`src/hw/rtl/crpt_pkg.sv`:
```
// Shared types and constants for the convex region point test.
// No dependencies; used by every module under hw/rtl.
`timescale 1ns / 1ps
`default_nettype none

package crpt_pkg;

    localparam int COORD_W      = 16;
    localparam int COUNT_W      = 16;
    localparam int PLANE_W      = 64;
    localparam int PLANE_REGS   = 7;
    localparam int MAX_PLANES_DEF = 7;
    localparam int NUM_W        = 3;
    localparam int CFG_IDX_W    = 3;
    localparam int Q_SHIFT      = 14;
    localparam int PROD_W       = 2 * COORD_W;
    // three products plus the scaled offset: two guard bits over a product
    localparam int SUM_W        = PROD_W + 2;

    localparam logic [CFG_IDX_W-1:0] REG_NUM_PLANES = 3'd0;
    localparam logic [CFG_IDX_W-1:0] REG_PLANE_0    = 3'd1;

    localparam logic [COUNT_W-1:0] COUNT_LIMIT = {COUNT_W{1'b1}};

    // One point travelling down the chain of plane cells.
    typedef struct packed {
        logic                      valid;
        logic signed [COORD_W-1:0] x;
        logic signed [COORD_W-1:0] y;
        logic signed [COORD_W-1:0] z;
        logic                      first;
        logic                      in_hull;
    } pt_t;

endpackage

`default_nettype wire

```
`src/hw/rtl/crpt_run.sv`:
```
// Leading-count tracker and output register at the end of the plane chain.
// Depends on crpt_pkg.
`timescale 1ns / 1ps
`default_nettype none

module crpt_run (
    input  wire                            aclk,
    input  wire                            aresetn,
    input  wire                            adv,
    input  wire  crpt_pkg::pt_t            pt_in,
    output logic                           out_valid,
    output logic                           out_inside,
    output logic [crpt_pkg::COUNT_W-1:0]   out_count
);

    logic                          run_alive_reg, run_alive_next;
    logic [crpt_pkg::COUNT_W-1:0]  run_count_reg, run_count_next;
    logic                          valid_reg;
    logic                          inside_reg;

    always_comb begin
        run_alive_next = run_alive_reg;
        run_count_next = run_count_reg;
        if (pt_in.first) begin
            run_alive_next = 1'b1;
            run_count_next = '0;
        end
        if (run_alive_next) begin
            if (pt_in.in_hull) begin
                if (run_count_next != crpt_pkg::COUNT_LIMIT)
                    run_count_next = run_count_next + 1'b1;
            end else begin
                run_alive_next = 1'b0;
            end
        end
    end

    always_ff @(posedge aclk) begin
        if (!aresetn) begin
            run_alive_reg <= 1'b1;
            run_count_reg <= '0;
            valid_reg     <= 1'b0;
        end else if (adv) begin
            valid_reg <= pt_in.valid;
            if (pt_in.valid) begin
                run_alive_reg <= run_alive_next;
                run_count_reg <= run_count_next;
            end
        end
    end

    always_ff @(posedge aclk) begin
        if (adv)
            inside_reg <= pt_in.in_hull;
    end

    assign out_valid  = valid_reg;
    assign out_inside = inside_reg;
    assign out_count  = run_count_reg;

endmodule

`default_nettype wire

```
`config.mk`:
```
export PLATFORM = sky130hd
export DESIGN_NAME = crpt_run
export DESIGN_NICKNAME = d
export VERILOG_FILES = /design/src/hw/rtl/crpt_pkg.sv /design/src/hw/rtl/crpt_run.sv
export SDC_FILE = /design/constraint.sdc
export NUM_CORES = 1
export LEC_CHECK = 0
export CAP_MARGIN = 15
export CORE_ASPECT_RATIO = 1.1
export CORE_MARGIN = 2
export CORE_UTILIZATION = 55
export CTS_CLUSTER_DIAMETER = 30
export DETAILED_ROUTE_END_ITERATION = 10
export DONT_BUFFER_PORTS = 1
export PLACE_DENSITY = 0.76
export SLEW_MARGIN = 15
export SYNTH_ARGS = -nofsm -noshare
export SYNTH_HDL_FRONTEND = slang
export SYNTH_SLANG_ARGS = --single-unit
```
`constraint.sdc`:
```
create_clock -name aclk -period 1.4 [get_ports aclk]
set_input_delay 0.14 -clock aclk [delete_from_list [all_inputs] [get_ports aclk]]
set_output_delay 0.14 -clock aclk [all_outputs]
set_load 0.01 [all_outputs]
```
Word level (Yosys, flattened, before mapping)
Cells that the tools add are included.
W data, S select, Z words.
{"block": "classes", "add_sub_neg": 1, "mul": 0, "div": 0, "n_lt_le_gt_ge": 0, "n_eq_ne": 1, "shift": 0, "muxes": 7, "bitwise": 0, "n_reduce_logical": 1}
{"op": "$mux W16", "n": 4}
{"op": "$add A16 B1 Y16 const B", "n": 1}
{"op": "$ne A16 B16 Y1 const B", "n": 1}
{"op": "$mux W1", "n": 3}
{"op": "$reduce_and A2 Y1", "n": 1}
{"block": "word_totals", "register_bits": 19, "latchBits": 0, "ram_bits": 0, "mem_bits_ro": 0, "out_inout_bits": 18, "n_memories": 0}

Depth between registers and ports, before layout
{"block": "logic_depth", "depth_word": 5, "ltp_mapped": 6, "mapped_depth_nobuf": 4}

Worst setup path after synthesis
No wires, ideal clock.
{"block": "synth_timing", "path_kind": "register to register", "start": "register run_count_reg (netlist bit out_count[1])", "end": "register run_count_reg (netlist bit out_count[7])", "setup_ns": 0.116, "arrival_time_ns": 1.360, "t_required_ns": 1.284, "slack_ns": -0.076, "stages_incl_launch_ff": 5, "cell_sequence": "dfxtp_1 > nand4_4 > nor4_4 > a31oi_1 > a41o_1"}
{"block": "synth_via", "elab_chain_len": 5}
{"item": "start: declaration", "line": "crpt_run.sv:17", "text": "logic [crpt_pkg::COUNT_W-1:0] run_count_reg, run_count_next;"}
{"item": "start signal: assignment", "line": "crpt_run.sv:47", "text": "run_count_reg <= run_count_next;"}
{"item": "$mux W16 (*)", "line": "crpt_run.sv:24", "text": "if (pt_in.first) begin"}
{"item": "$add A16 B1 Y16 or $ne A16 B16 Y1 (tied branches)", "line": "crpt_run.sv:31, crpt_run.sv:30"}
{"item": "$mux W16 (*)", "line": "crpt_run.sv:30", "text": "if (run_count_next != crpt_pkg::COUNT_LIMIT)"}
{"item": "$mux W16 (*)", "line": "crpt_run.sv:29", "text": "if (pt_in.in_hull) begin"}
{"item": "$mux W16 (*)", "line": "crpt_run.sv:28", "text": "if (run_alive_next) begin"}
Mark *: on every way between the ends. The rest lies on a longest branch, timed or not.
A chain may end at the register's enable or synchronous reset.

Final worst setup path
{"block": "layout_timing", "start": "register run_count_reg (netlist bit out_count[5])", "end": "register run_count_reg (netlist bit out_count[13])"}
Same word-level chain as after synthesis.

==> impl_metrics.json <==
{
  "outcome": "finished with violations",
  "failed_checks": "setup timing",
  "largest_reg_flops": 16,
  "place.gp.congestion": 0.787,
  "io-pin-count": 72,
  "area_growth_pct": 39.1,
  "finalMaxSlewViolations": 0,
  "worst_slack_ns": -0.102,
  "post-dp-hpwl_mm": 1.98,
  "synth_top_area_share_pct": 31.5,
  "p_switching_uw": 235,
  "finalHoldViolCount": 0,
  "grt_pass1_vias": 1079,
  "grt_pass1_wl_mm": 4.48,
  "synth.avg_cell_area_um2": 8.80,
  "relSlewSlack_pct": 68.8,
  "rr_worst_depth": 4,
  "multi_input_comb_area_um2": 807,
  "remaining_drc_errors": 0,
  "drt-total-wl_mm": 3.59,
  "worstPathCellList": "nand4b_1, nor4_4, a31oi_1, a41o_1",
  "reg2reg_from": "out_count[5]",
  "cts-root-buf": "clkbuf_4",
  "syn_area_um2": 1140,
  "drive_gt1_share_pct": 42.4,
  "dieArea_um2": 2460,
  "grt_usage_pct": 25.4,
  "power_frac_comb_pct": 7.4,
  "synthCells": 130,
  "drtIter0Drc": 41,
  "hp-start": "pt_in[1]",
  "rsz0062_at_grt": "true",
  "synth-edff-count": 1,
  "path_max_fanout": 6,
  "fin_skew_ns": 0.000404,
  "startpoint_type": "flip-flop",
  "die_w_um": 47.5,
  "ys_ff_latch": 19,
  "fill_cells": 116,
  "register_area_um2": 422,
  "finalInstanceArea_um2": 1590,
  "synth_top_cell_by_area": "dfxtp_1",
  "ys_warn_count": 0,
  "setup_viol": 11,
  "cts_tree": "built",
  "cts_buffer_depth": 2,
  "min_to": "out_count[4]",
  "clock_sinks": 19,
  "critPathTopFamily": "simple AND/OR/NAND/NOR gates",
  "portBuffers": 0,
  "holdPathStages": 3,
  "p_leak_uw": 0.000703,
  "rows": 17,
  "hp-class": "in2reg",
  "vias_per_cell": 6.60,
  "initial_core_util_pct": 57.8,
  "ys_types": 35,
  "powerDensity_nw_per_um2": 574,
  "layout_commonest_cell": "buf_4",
  "dieHeight_um": 51.8,
  "postPlaceCellArea_um2": 1370,
  "antenna_found_initial": 0,
  "async_flop_share_pct": 0,
  "crit_arrival_ns": 1.72,
  "layout_common_cells": "buf_4, nand2_1, nand3_1",
  "synth_area_leaders": "dfxtp_1, nand2_1, nand3_1, a21oi_1, a41o_1",
  "syn_nets": 184,
  "antenna_cells": 0,
  "worstPathRequired_ns": 1.62,
  "cpPeakStageDelay_ns": 0.48,
  "drv_cap": 0,
  "sw_frac_of_total_pct": 25.8,
  "ctsHtreeMaxLevel": 1,
  "ys_seq_area_share_pct": 34.1,
  "clk_latency_ns": 0.31,
  "pwr-share-seq_pct": 60.3,
  "fmaxAchievable_ghz": 0.666,
  "detail_route.wl_per_cell_um": 18.6,
  "ir_drop_v": 0.000546,
  "r2r_end": "out_count[13]",
  "p_clk_share_pct": 32.3,
  "clkTransAtPathRegs_ns": 0.11,
  "numCtsBuffers": 3,
  "path_class": "reg2reg",
  "first_pass_iters": 4,
  "path_buf_inv": 0,
  "finalNetCount": 220,
  "coreArea_um2": 1980,
  "final_min_period_over_clock_period_pct": 107,
  "tightest_slew_ns": 0.468,
  "ant_nets": 0,
  "reg2reg_slack_ns": -0.10,
  "slowest_stage": "nor4_4",
  "overflow": 0,
  "hold_slack_ns": 0.0113,
  "grt_max_degree": 25,
  "endpoint_kind": "flip-flop",
  "internal_power_uw": 677,
  "min_period_ns": 1.50,
  "num_vias": 1273,
  "ys.flop_type": "dfxtp_1"
}
-- logic make-up (layout without fill, tap and decap cells) --
kind of cell,count (synthesis),after routing,share of synthesized area (%)
mux,5,5,4.38
compound gates,32,32,19.6
simple gates,65,66,38.0
flops,19,19,34.1
buf+inv,9,43,3.94
-- area by class of cell --
type	instances	area share, %
sequential	19	26.5
clock buffer	3	1.42
tap	28	2.20
multi-input combinational	103	50.7
clock inverter	1	0.315
inverter	2	0.472
timing repair buffer	37	18.3
-- worst max-delay path by stage --
| stage | startpoint | end | slack (ns) | cells past startpoint |
|---|---|---|---|---|
| 2_1_floorplan | out_count[0] | out_count[11] | -0.03 | 4 |
| 3_3_place_gp | out_count[4] | out_count[13] | -0.02 | 4 |
| 3_5_place_dp | out_count[4] | out_count[13] | -0.02 | 4 |
| 4_1_cts | out_count[5] | out_count[10] | -0.02 | 5 |
| 5_1_grt | out_count[5] | out_count[14] | -0.19 | 4 |
| 6_report | out_count[5] | out_count[13] | -0.10 | 4 |
-- worst register-to-register path, stage by stage, from the launching register on --
cell and delay (ns):
dfxtp_4 0.37, nand4b_1 0.20, nor4_4 0.48, a31oi_1 0.14, a41o_1 0.22
-- power groups by stage --
stage	Clock, uW	Combinational, uW	Sequential (uW)
2_1_floorplan	0	47.4	563
3_3_place_gp	0	45.0	563
3_5_place_dp	0	46.6	563
4_1_cts	299	61.1	549
5_1_grt	327	70.7	551
6_report	295	67.5	550
-- synth_stat cells, drive strengths merged, types with 2 or more instances --
cell,count
nor4,5
a211oi,2
nand2,21
nand3,16
nand2b,2
a21o,3
inv,2
a21oi,13
and4b,2
dfxtp,18
a31oi,5
buf,4
nand4b,2
mux2i,5
a41o,5
nor2,4
nand4,8
clkbuf,3
-- per-stage QoR --
step / util (%) / power [uW] / std cells / setup WS [ns] / setup TNS [ns]
6_report: 80.4 / 913 / 193 / -0.102 / -0.570
5_1_grt: 80.4 / 948 / 193 / -0.186 / -1.50
4_1_cts: 73.8 / 909 / 187 / -0.0167 / -0.0295
3_5_place_dp: 69.3 / 610 / 178 / -0.0232 / -0.0260
3_3_place_gp: 69.3 / 608 / 178 / -0.0163 / -0.0163
2_1_floorplan: - / 610 / 130 / -0.0270 / -0.115
-- layer usage --
layer  vias up  share of wire [%]  routed length [um]  GRT usage [%]
li1        581                  -                   -              -
met1       624                 38                1380           30.7
met2        54                 53                1900           42.8
met3        14                5.3                 189           3.82
met4         0                3.4                 123           11.1
met5         -                  0                   0              0
-- what timing repair did --
| item | 4_1_cts | 5_1_grt |
|---|---|---|
| hold buffers | 4 | 1 |
| gates cloned | 0 | 2 |
| hold endpoints to repair | 9 | 1 |
| endpoints found under the setup margin | 7 | 15 |
| resized for setup | 4 | 17 |
| pin swaps | 3 | 21 |
| setup buffers | 1 | 3 |
Note: power is estimated with default switching activity, not from simulation.
