===== src/hw/rtl/crpt_pkg.sv =====
// Shared types and constants for the convex region point test.
// No dependencies; used by every module under hw/rtl.
`timescale 1ns / 1ps
`default_nettype none

package crpt_pkg;

    localparam int COORD_W      = 16;
    localparam int COUNT_W      = 16;
    localparam int PLANE_W      = 64;
    localparam int PLANE_REGS   = 7;
    localparam int MAX_PLANES_DEF = 7;
    localparam int NUM_W        = 3;
    localparam int CFG_IDX_W    = 3;
    localparam int Q_SHIFT      = 14;
    localparam int PROD_W       = 2 * COORD_W;
    // three products plus the scaled offset: two guard bits over a product
    localparam int SUM_W        = PROD_W + 2;

    localparam logic [CFG_IDX_W-1:0] REG_NUM_PLANES = 3'd0;
    localparam logic [CFG_IDX_W-1:0] REG_PLANE_0    = 3'd1;

    localparam logic [COUNT_W-1:0] COUNT_LIMIT = {COUNT_W{1'b1}};

    // One point travelling down the chain of plane cells.
    typedef struct packed {
        logic                      valid;
        logic signed [COORD_W-1:0] x;
        logic signed [COORD_W-1:0] y;
        logic signed [COORD_W-1:0] z;
        logic                      first;
        logic                      in_hull;
    } pt_t;

endpackage

`default_nettype wire


===== src/hw/rtl/crpt_cell.sv =====
// One plane cell: tests the passing point against a single plane in two stages.
// Depends on crpt_pkg.
`timescale 1ns / 1ps
`default_nettype none

module crpt_cell #(
    parameter int INDEX = 0
) (
    input  wire                                 aclk,
    input  wire                                 aresetn,
    input  wire                                 adv,
    input  wire  [crpt_pkg::NUM_W-1:0]          num_planes,
    input  wire  [crpt_pkg::PLANE_W-1:0]        plane,
    input  wire  crpt_pkg::pt_t                 pt_in,
    output crpt_pkg::pt_t                       pt_out
);

    localparam logic [crpt_pkg::NUM_W-1:0] IDX = crpt_pkg::NUM_W'(INDEX);

    // stage A: products
    crpt_pkg::pt_t                              pt_a_reg;
    logic                                       en_a_reg;
    logic signed [crpt_pkg::PROD_W-1:0]         pa_reg, pb_reg, pc_reg;
    logic signed [crpt_pkg::COORD_W-1:0]        d_reg;

    // stage B: sum and sign
    crpt_pkg::pt_t                              pt_b_reg;

    logic signed [crpt_pkg::COORD_W-1:0]        coef_a, coef_b, coef_c;
    logic signed [crpt_pkg::SUM_W-1:0]          sum;
    logic                                       pass;

    assign coef_a = plane[15:0];
    assign coef_b = plane[31:16];
    assign coef_c = plane[47:32];

    always_ff @(posedge aclk) begin
        if (!aresetn) begin
            pt_a_reg.valid <= 1'b0;
            pt_b_reg.valid <= 1'b0;
        end else if (adv) begin
            pt_a_reg.valid <= pt_in.valid;
            pt_b_reg.valid <= pt_a_reg.valid;
        end
        if (adv) begin
            pt_a_reg.x       <= pt_in.x;
            pt_a_reg.y       <= pt_in.y;
            pt_a_reg.z       <= pt_in.z;
            pt_a_reg.first   <= pt_in.first;
            pt_a_reg.in_hull <= pt_in.in_hull;
            en_a_reg         <= (num_planes > IDX);
            pa_reg           <= coef_a * pt_in.x;
            pb_reg           <= coef_b * pt_in.y;
            pc_reg           <= coef_c * pt_in.z;
            d_reg            <= plane[63:48];

            pt_b_reg.x       <= pt_a_reg.x;
            pt_b_reg.y       <= pt_a_reg.y;
            pt_b_reg.z       <= pt_a_reg.z;
            pt_b_reg.first   <= pt_a_reg.first;
            pt_b_reg.in_hull <= pt_a_reg.in_hull & (~en_a_reg | pass);
        end
    end

    always_comb begin
        sum = crpt_pkg::SUM_W'(pa_reg) + crpt_pkg::SUM_W'(pb_reg) + crpt_pkg::SUM_W'(pc_reg)
            + {{(crpt_pkg::SUM_W - crpt_pkg::COORD_W - crpt_pkg::Q_SHIFT){d_reg[15]}},
               d_reg, {crpt_pkg::Q_SHIFT{1'b0}}};
        // a sum of exactly zero lies on the plane and counts as inside
        pass = sum[crpt_pkg::SUM_W-1] | (sum == '0);
    end

    assign pt_out = pt_b_reg;

endmodule

`default_nettype wire


===== config.mk =====
export PLATFORM = sky130hd
export DESIGN_NAME = crpt_cell
export DESIGN_NICKNAME = d
export VERILOG_FILES = /design/src/hw/rtl/crpt_pkg.sv /design/src/hw/rtl/crpt_cell.sv
export SDC_FILE = /design/constraint.sdc
export NUM_CORES = 2
export LEC_CHECK = 0
export BUFFER_PORTS_ARGS = -buffer_cell sky130_fd_sc_hd__buf_2
export CAP_MARGIN = 15
export CORE_AREA = 2 2 261 263
export DETAILED_ROUTE_END_ITERATION = 12
export DIE_AREA = 0 0 263 265
export PLACE_DENSITY = 0.79
export SLEW_MARGIN = 20
export SYNTH_ARGS = -nofsm -noshare
export SYNTH_HDL_FRONTEND = slang
export SYNTH_SLANG_ARGS = --single-unit

===== constraint.sdc =====
create_clock -name aclk -period 6.4 [get_ports aclk]
set_input_delay 0.96 -clock aclk [delete_from_list [all_inputs] [get_ports aclk]]
set_output_delay 0.96 -clock aclk [all_outputs]
set_load 0.02 [all_outputs]

# [Word level (Yosys, flattened, before mapping)]
# Index checks and enable logic that the tools add are counted.
# Widths: inputs -> output; s select.
[totals] reg_bits=215 out_inout_bits=51 in_bits=121
[classes] n_reduce_logical=1 n_lt_le_gt_ge=1 n_bitwise=4 n_mul=3 add_sub_neg=3
[ops] cell="$mul 16x16->32" n=3
[ops] cell="$add 33x32->34" n=1
[ops] cell="$add 34x34->34" n=1
[ops] cell="$logic_not 34->1" n=1
[ops] cell="$add 32x32->33" n=1
[ops] cell="$gt 3x1->1 const B" n=1
[ops] cell="$or 1x1->1" n=2
[ops] cell="$and 1x1->1" n=1
[ops] cell="$not 1->1" n=1

# [Depth between registers and ports, before layout]
[logic_depth] ltp_word=7 mapped_depth=23 ltp_nobuf=22

# [Worst setup path after synthesis]
# OpenSTA, ideal clock, no wires.
[synth_path] path_kind="input port to flip-flop" from="input pt_in[35] (netlist bit)" to="register pa_reg[31] (netlist bit), data pin" n_path_buf=1 arrival_ps=6730 setup_slack_ps=-587 required_ps=6142 cell_stages=21 setup_time_ps=258 path_cell_list="clkbuf_1 nand2_1 inv_1 fa_1 fa_1 fa_1 fa_1 fa_1 inv_1 fa_1 inv_1 ha_1 a21o_1 a21o_1 a21o_2 a21oi_1 a41oi_2 or4_4 a211oi_4 a21oi_2 xnor2_1"
[synth_via] elab_chain_len=1
[synth_lines] item="start, declared" line="crpt_cell.sv:14" rtl="input wire crpt_pkg::pt_t pt_in,"
[synth_lines] item="$mul 16x16->32" line="crpt_cell.sv:52" rtl="pa_reg <= coef_a * pt_in.x;"
[synth_lines] item="end signal, assigned" line="crpt_cell.sv:52"
[synth_lines] item="end, declared" line="crpt_cell.sv:23" rtl="logic signed [crpt_pkg::PROD_W-1:0] pa_reg, pb_reg, pc_reg;"
# Every way passes these cells.
# A chain may end at the register's enable or synchronous reset.

# [Final worst setup path]
[layout_path] from="input pt_in[21] (netlist bit)" to="register pb_reg[29] (netlist bit), data pin"
[layout_via] elab_chain_len=1
[layout_lines] item="$mul 16x16->32" line="crpt_cell.sv:53" rtl="pb_reg <= coef_b * pt_in.y;"
[layout_lines] item="end signal, assigned" line="crpt_cell.sv:53"
[layout_lines] item="end, declared" line="crpt_cell.sv:23"
# Every way passes these cells.

==> summary.md <==
| Metric | Value |
|---|---|
| DP Wirelength | `76,300 um` |
| Multi-input gate area | `29,000 um2` |
| Count of different cell masters after synthesis | `77` |
| Post-synthesis cell area | `39,000 um2` |
| Register area share after synthesis | `16.5%` |
| Pins Over Slew Limit | `0` |
| Worst path required time | `6.74 ns` |
| Routed Antenna Nets | `0` |
| Wire length of the first global-routing pass | `152,000 um` |
| Routability congestion estimate from global placement | `0.912` |
| Number of global-route vias before repair | `30,800` |
| Port-buffer cells | `171` |
| Worst hold-check slack | `0.411 ns` |
| Mean Syn Cell Area | `10.2 um2` |
| RSZ-0062 raised after global routing | `true` |
| Footprint of the flip-flops and latches | `6440 um2` |
| Relative max-transition margin | `30.1%` |
| Commonest cells after routing, fill and taps aside | `892 x inv_1, 828 x fa_1, 400 x nand2_1, 371 x and2_1, 359 x buf_4` |
| Area growth syn-to-layout | `14.6%` |
| Max-cap violations | `0` |
| Startpoint class of the critical path | `input port` |
| Finished layout cell area | `44,700 um2` |
| Launching instance or port of the critical path | `pt_in[21]` |
| Final critical-path required period | `6.26 ns` |
| Launch instance of the worst register-to-register path | `pa_reg[16]` |
| Setup slack of the worst register-to-register path | `2.02 ns` |
| Count of clock tree sinks | `215` |
| Count of hold-fix buffers inserted at cts | `0` |
| Number of synthesized register bits | `215` |
| Post-Route Skew | `0.0258 ns` |
| Post-synth EDFFs | `213` |
| Initial core utilization | `58.3%` |
| Number of I/O pins | `172` |
| Number of warning messages in the yosys log | `0` |
| Net count after synthesis | `5,056` |
| Count of final setup violators | `0` |
| Worst Max-Slew Pin Slew | `1.05 ns` |
| Clock transition at path regs | `0.06 ns` |
| Vias after detailed routing | `27,900` |
| Length in cells of the worst reg-to-reg path | `12` |
| Grt total ovfl | `0` |
| Depth of the CTS H-tree | `1` |
| Initial antenna violation count | `4` |
| Total wire length | `89,500 um` |
| Endpoint of the most critical setup path | `pb_reg[29]` |
| Instance count of the mapped netlist | `3,807` |
| Number of vias per cell after detailed routing | `5.39` |
| Instance area after placement | `43,600 um2` |
| Overall die width | `263 um` |
| Filler Cells Inserted | `5,062` |
| Overall Global Routing Usage | `27.2%` |
| Core Box Area | `66,800 um2` |
| Clock Tree Buf Depth | `3` |
| Maximum number of pins on one net before global-route repair | `121` |
| Dominant register cell in the synthesized netlist | `edfxtp_1` |
| Die height | `265 um` |
| TritonCTS buffer count | `29` |
| Floorplan die area | `69,700 um2` |
| Number of DRC markers in iteration 0 | `1,680` |
| Final hold violation count | `0` |
| Share of async-settable or async-resettable flops after synthesis | `0%` |
| Most frequent standard cell in the layout excluding fill and tap cells | `inv_1` |
| Remaining routing DRC violations | `0` |
| Clk Tree Root Cell | `clkbuf_16` |
| Net count, final | `5,523` |
| Crit Path Category | `in2reg` |
| Average wire length per cell after detail routing | `17.3 um` |
| Post-route non-filler standard cell count | `5,172` |
| CTS tree | `done` |
| Arrival time of the worst setup path | `6.60 ns` |
| Setup crit end kind | `register` |
| Path class of the lowest-slack min-delay path | `reg2reg` |
| Latest clock arrival within the worst-skew pair | `0.60 ns` |
| Placed instance count | `5,115` |
| Detailed Routing Iterations Pass 1 | `5` |
| Fmax | `160 MHz` |
| Tcrit/Tclk final | `97.8%` |
| Crit Reg-Reg Endpoint | `pt_out[0]` |
| Share of post-route cells with drive strength above 1 | `15.3%` |
| Row cnt | `95` |
| Crit path max fanout | `10` |
| Status | `finished clean` |
## critical path, cell delays in order
cell and delay [ns]:
buf_2 0.23, nand2_1 0.10, fa_1 0.48, fa_1 0.56, inv_1 0.06, fa_1 0.50, inv_1 0.06, fa_1 0.58
fa_1 0.45, fa_1 0.53, inv_1 0.07, ha_4 0.28, nand3_1 0.07, a211o_1 0.25, and3_1 0.19, or4b_1 0.61
a211o_1 0.34, nor3b_1 0.16, xnor2_1 0.12
## layout make-up
class | count | share of cell area (%)
well taps | 873 | 2.45
repair buffers | 543 | 8.56
clock inverters | 18 | 0.493
multi-input cells | 2589 | 64.9
flip-flops and latches | 215 | 14.4
diodes | 3 | 0.0168
clock buffers | 35 | 1.67
inverters | 896 | 7.53
## cell usage after synthesis (6+ instances only)
master	instances	area share (%)
nor3_1	32	0.41
xor2_1	19	0.43
mux2i_1	7	0.18
fa_1	838	43
a211oi_1	12	0.23
nand2_1	403	3.9
edfxtp_1	213	16
inv_1	896	8.6
xnor2_1	97	2.2
nor2_1	98	0.94
o21a_1	11	0.21
o211ai_1	13	0.25
nor3b_1	10	0.19
o21bai_1	15	0.29
nand4_1	14	0.22
nand2b_1	26	0.42
nor2b_1	10	0.16
and2_1	376	6.0
nor4_1	6	0.096
a21oi_1	95	1.2
nand3_1	20	0.26
clkbuf_1	105	1.0
a21o_1	31	0.60
o21ai_0	48	0.62
ha_1	290	9.3
and3_1	14	0.22
## cell families (layout without fill, tap and decap cells)
kind of cell / after synthesis / in the layout / share of synthesized area [%]
AO/OA/AOI/OAI: 304 / 304 / 5.33
XOR/XNOR: 116 / 116 / 2.61
adder cells (fa/ha/maj): 1128 / 1128 / 52.4
buffers and inverters: 1003 / 1492 / 9.66
flip-flops: 215 / 215 / 16.5
multiplexers: 7 / 7 / 0.180
other: 0 / 3 / 0
AND/OR/NAND/NOR: 1034 / 1034 / 13.4
## layer usage
layer	global-route usage (%)	up-vias	part of all wire [%]
met5	0	-	0
met4	9.50	0	3.9
met3	2.94	235	5.8
met2	47.3	965	50
met1	35.6	14100	40
li1	-	12500	-
## per-stage QoR
step | setup slack [ns] | util, % | TNS [ns]
after detailed placement | -0.573 | 65.3 | -9.83
after global placement | -0.551 | 65.3 | -7.12
final | 0.141 | 66.9 | 0
after floorplan | -0.169 | - | -0.233
after CTS | 0.0215 | 66.8 | 0
after global routing | -0.0602 | 66.9 | -0.129
## repair_timing
item | in CTS | in global routing
setup endpoints to repair | 0 | 9
buffers inserted | 0 | 1
resized for setup | 0 | 16
hold endpoints to repair | 0 | 0
## worst min-delay path by stage
stage | start | end | depth (start not counted)
floorplan | pt_a_reg[10] | pt_out[10] | 0
global placement | pt_a_reg[23] | pt_out[23] | 0
detailed placement | pt_a_reg[21] | pt_out[21] | 0
CTS | pt_a_reg[17] | pt_out[17] | 0
global route | pt_a_reg[17] | pt_out[17] | 0
finish | pt_a_reg[17] | pt_out[17] | 0
Power is not shown: default switching activity piles up to over one toggle a cycle in this logic, so the estimate is an artifact.
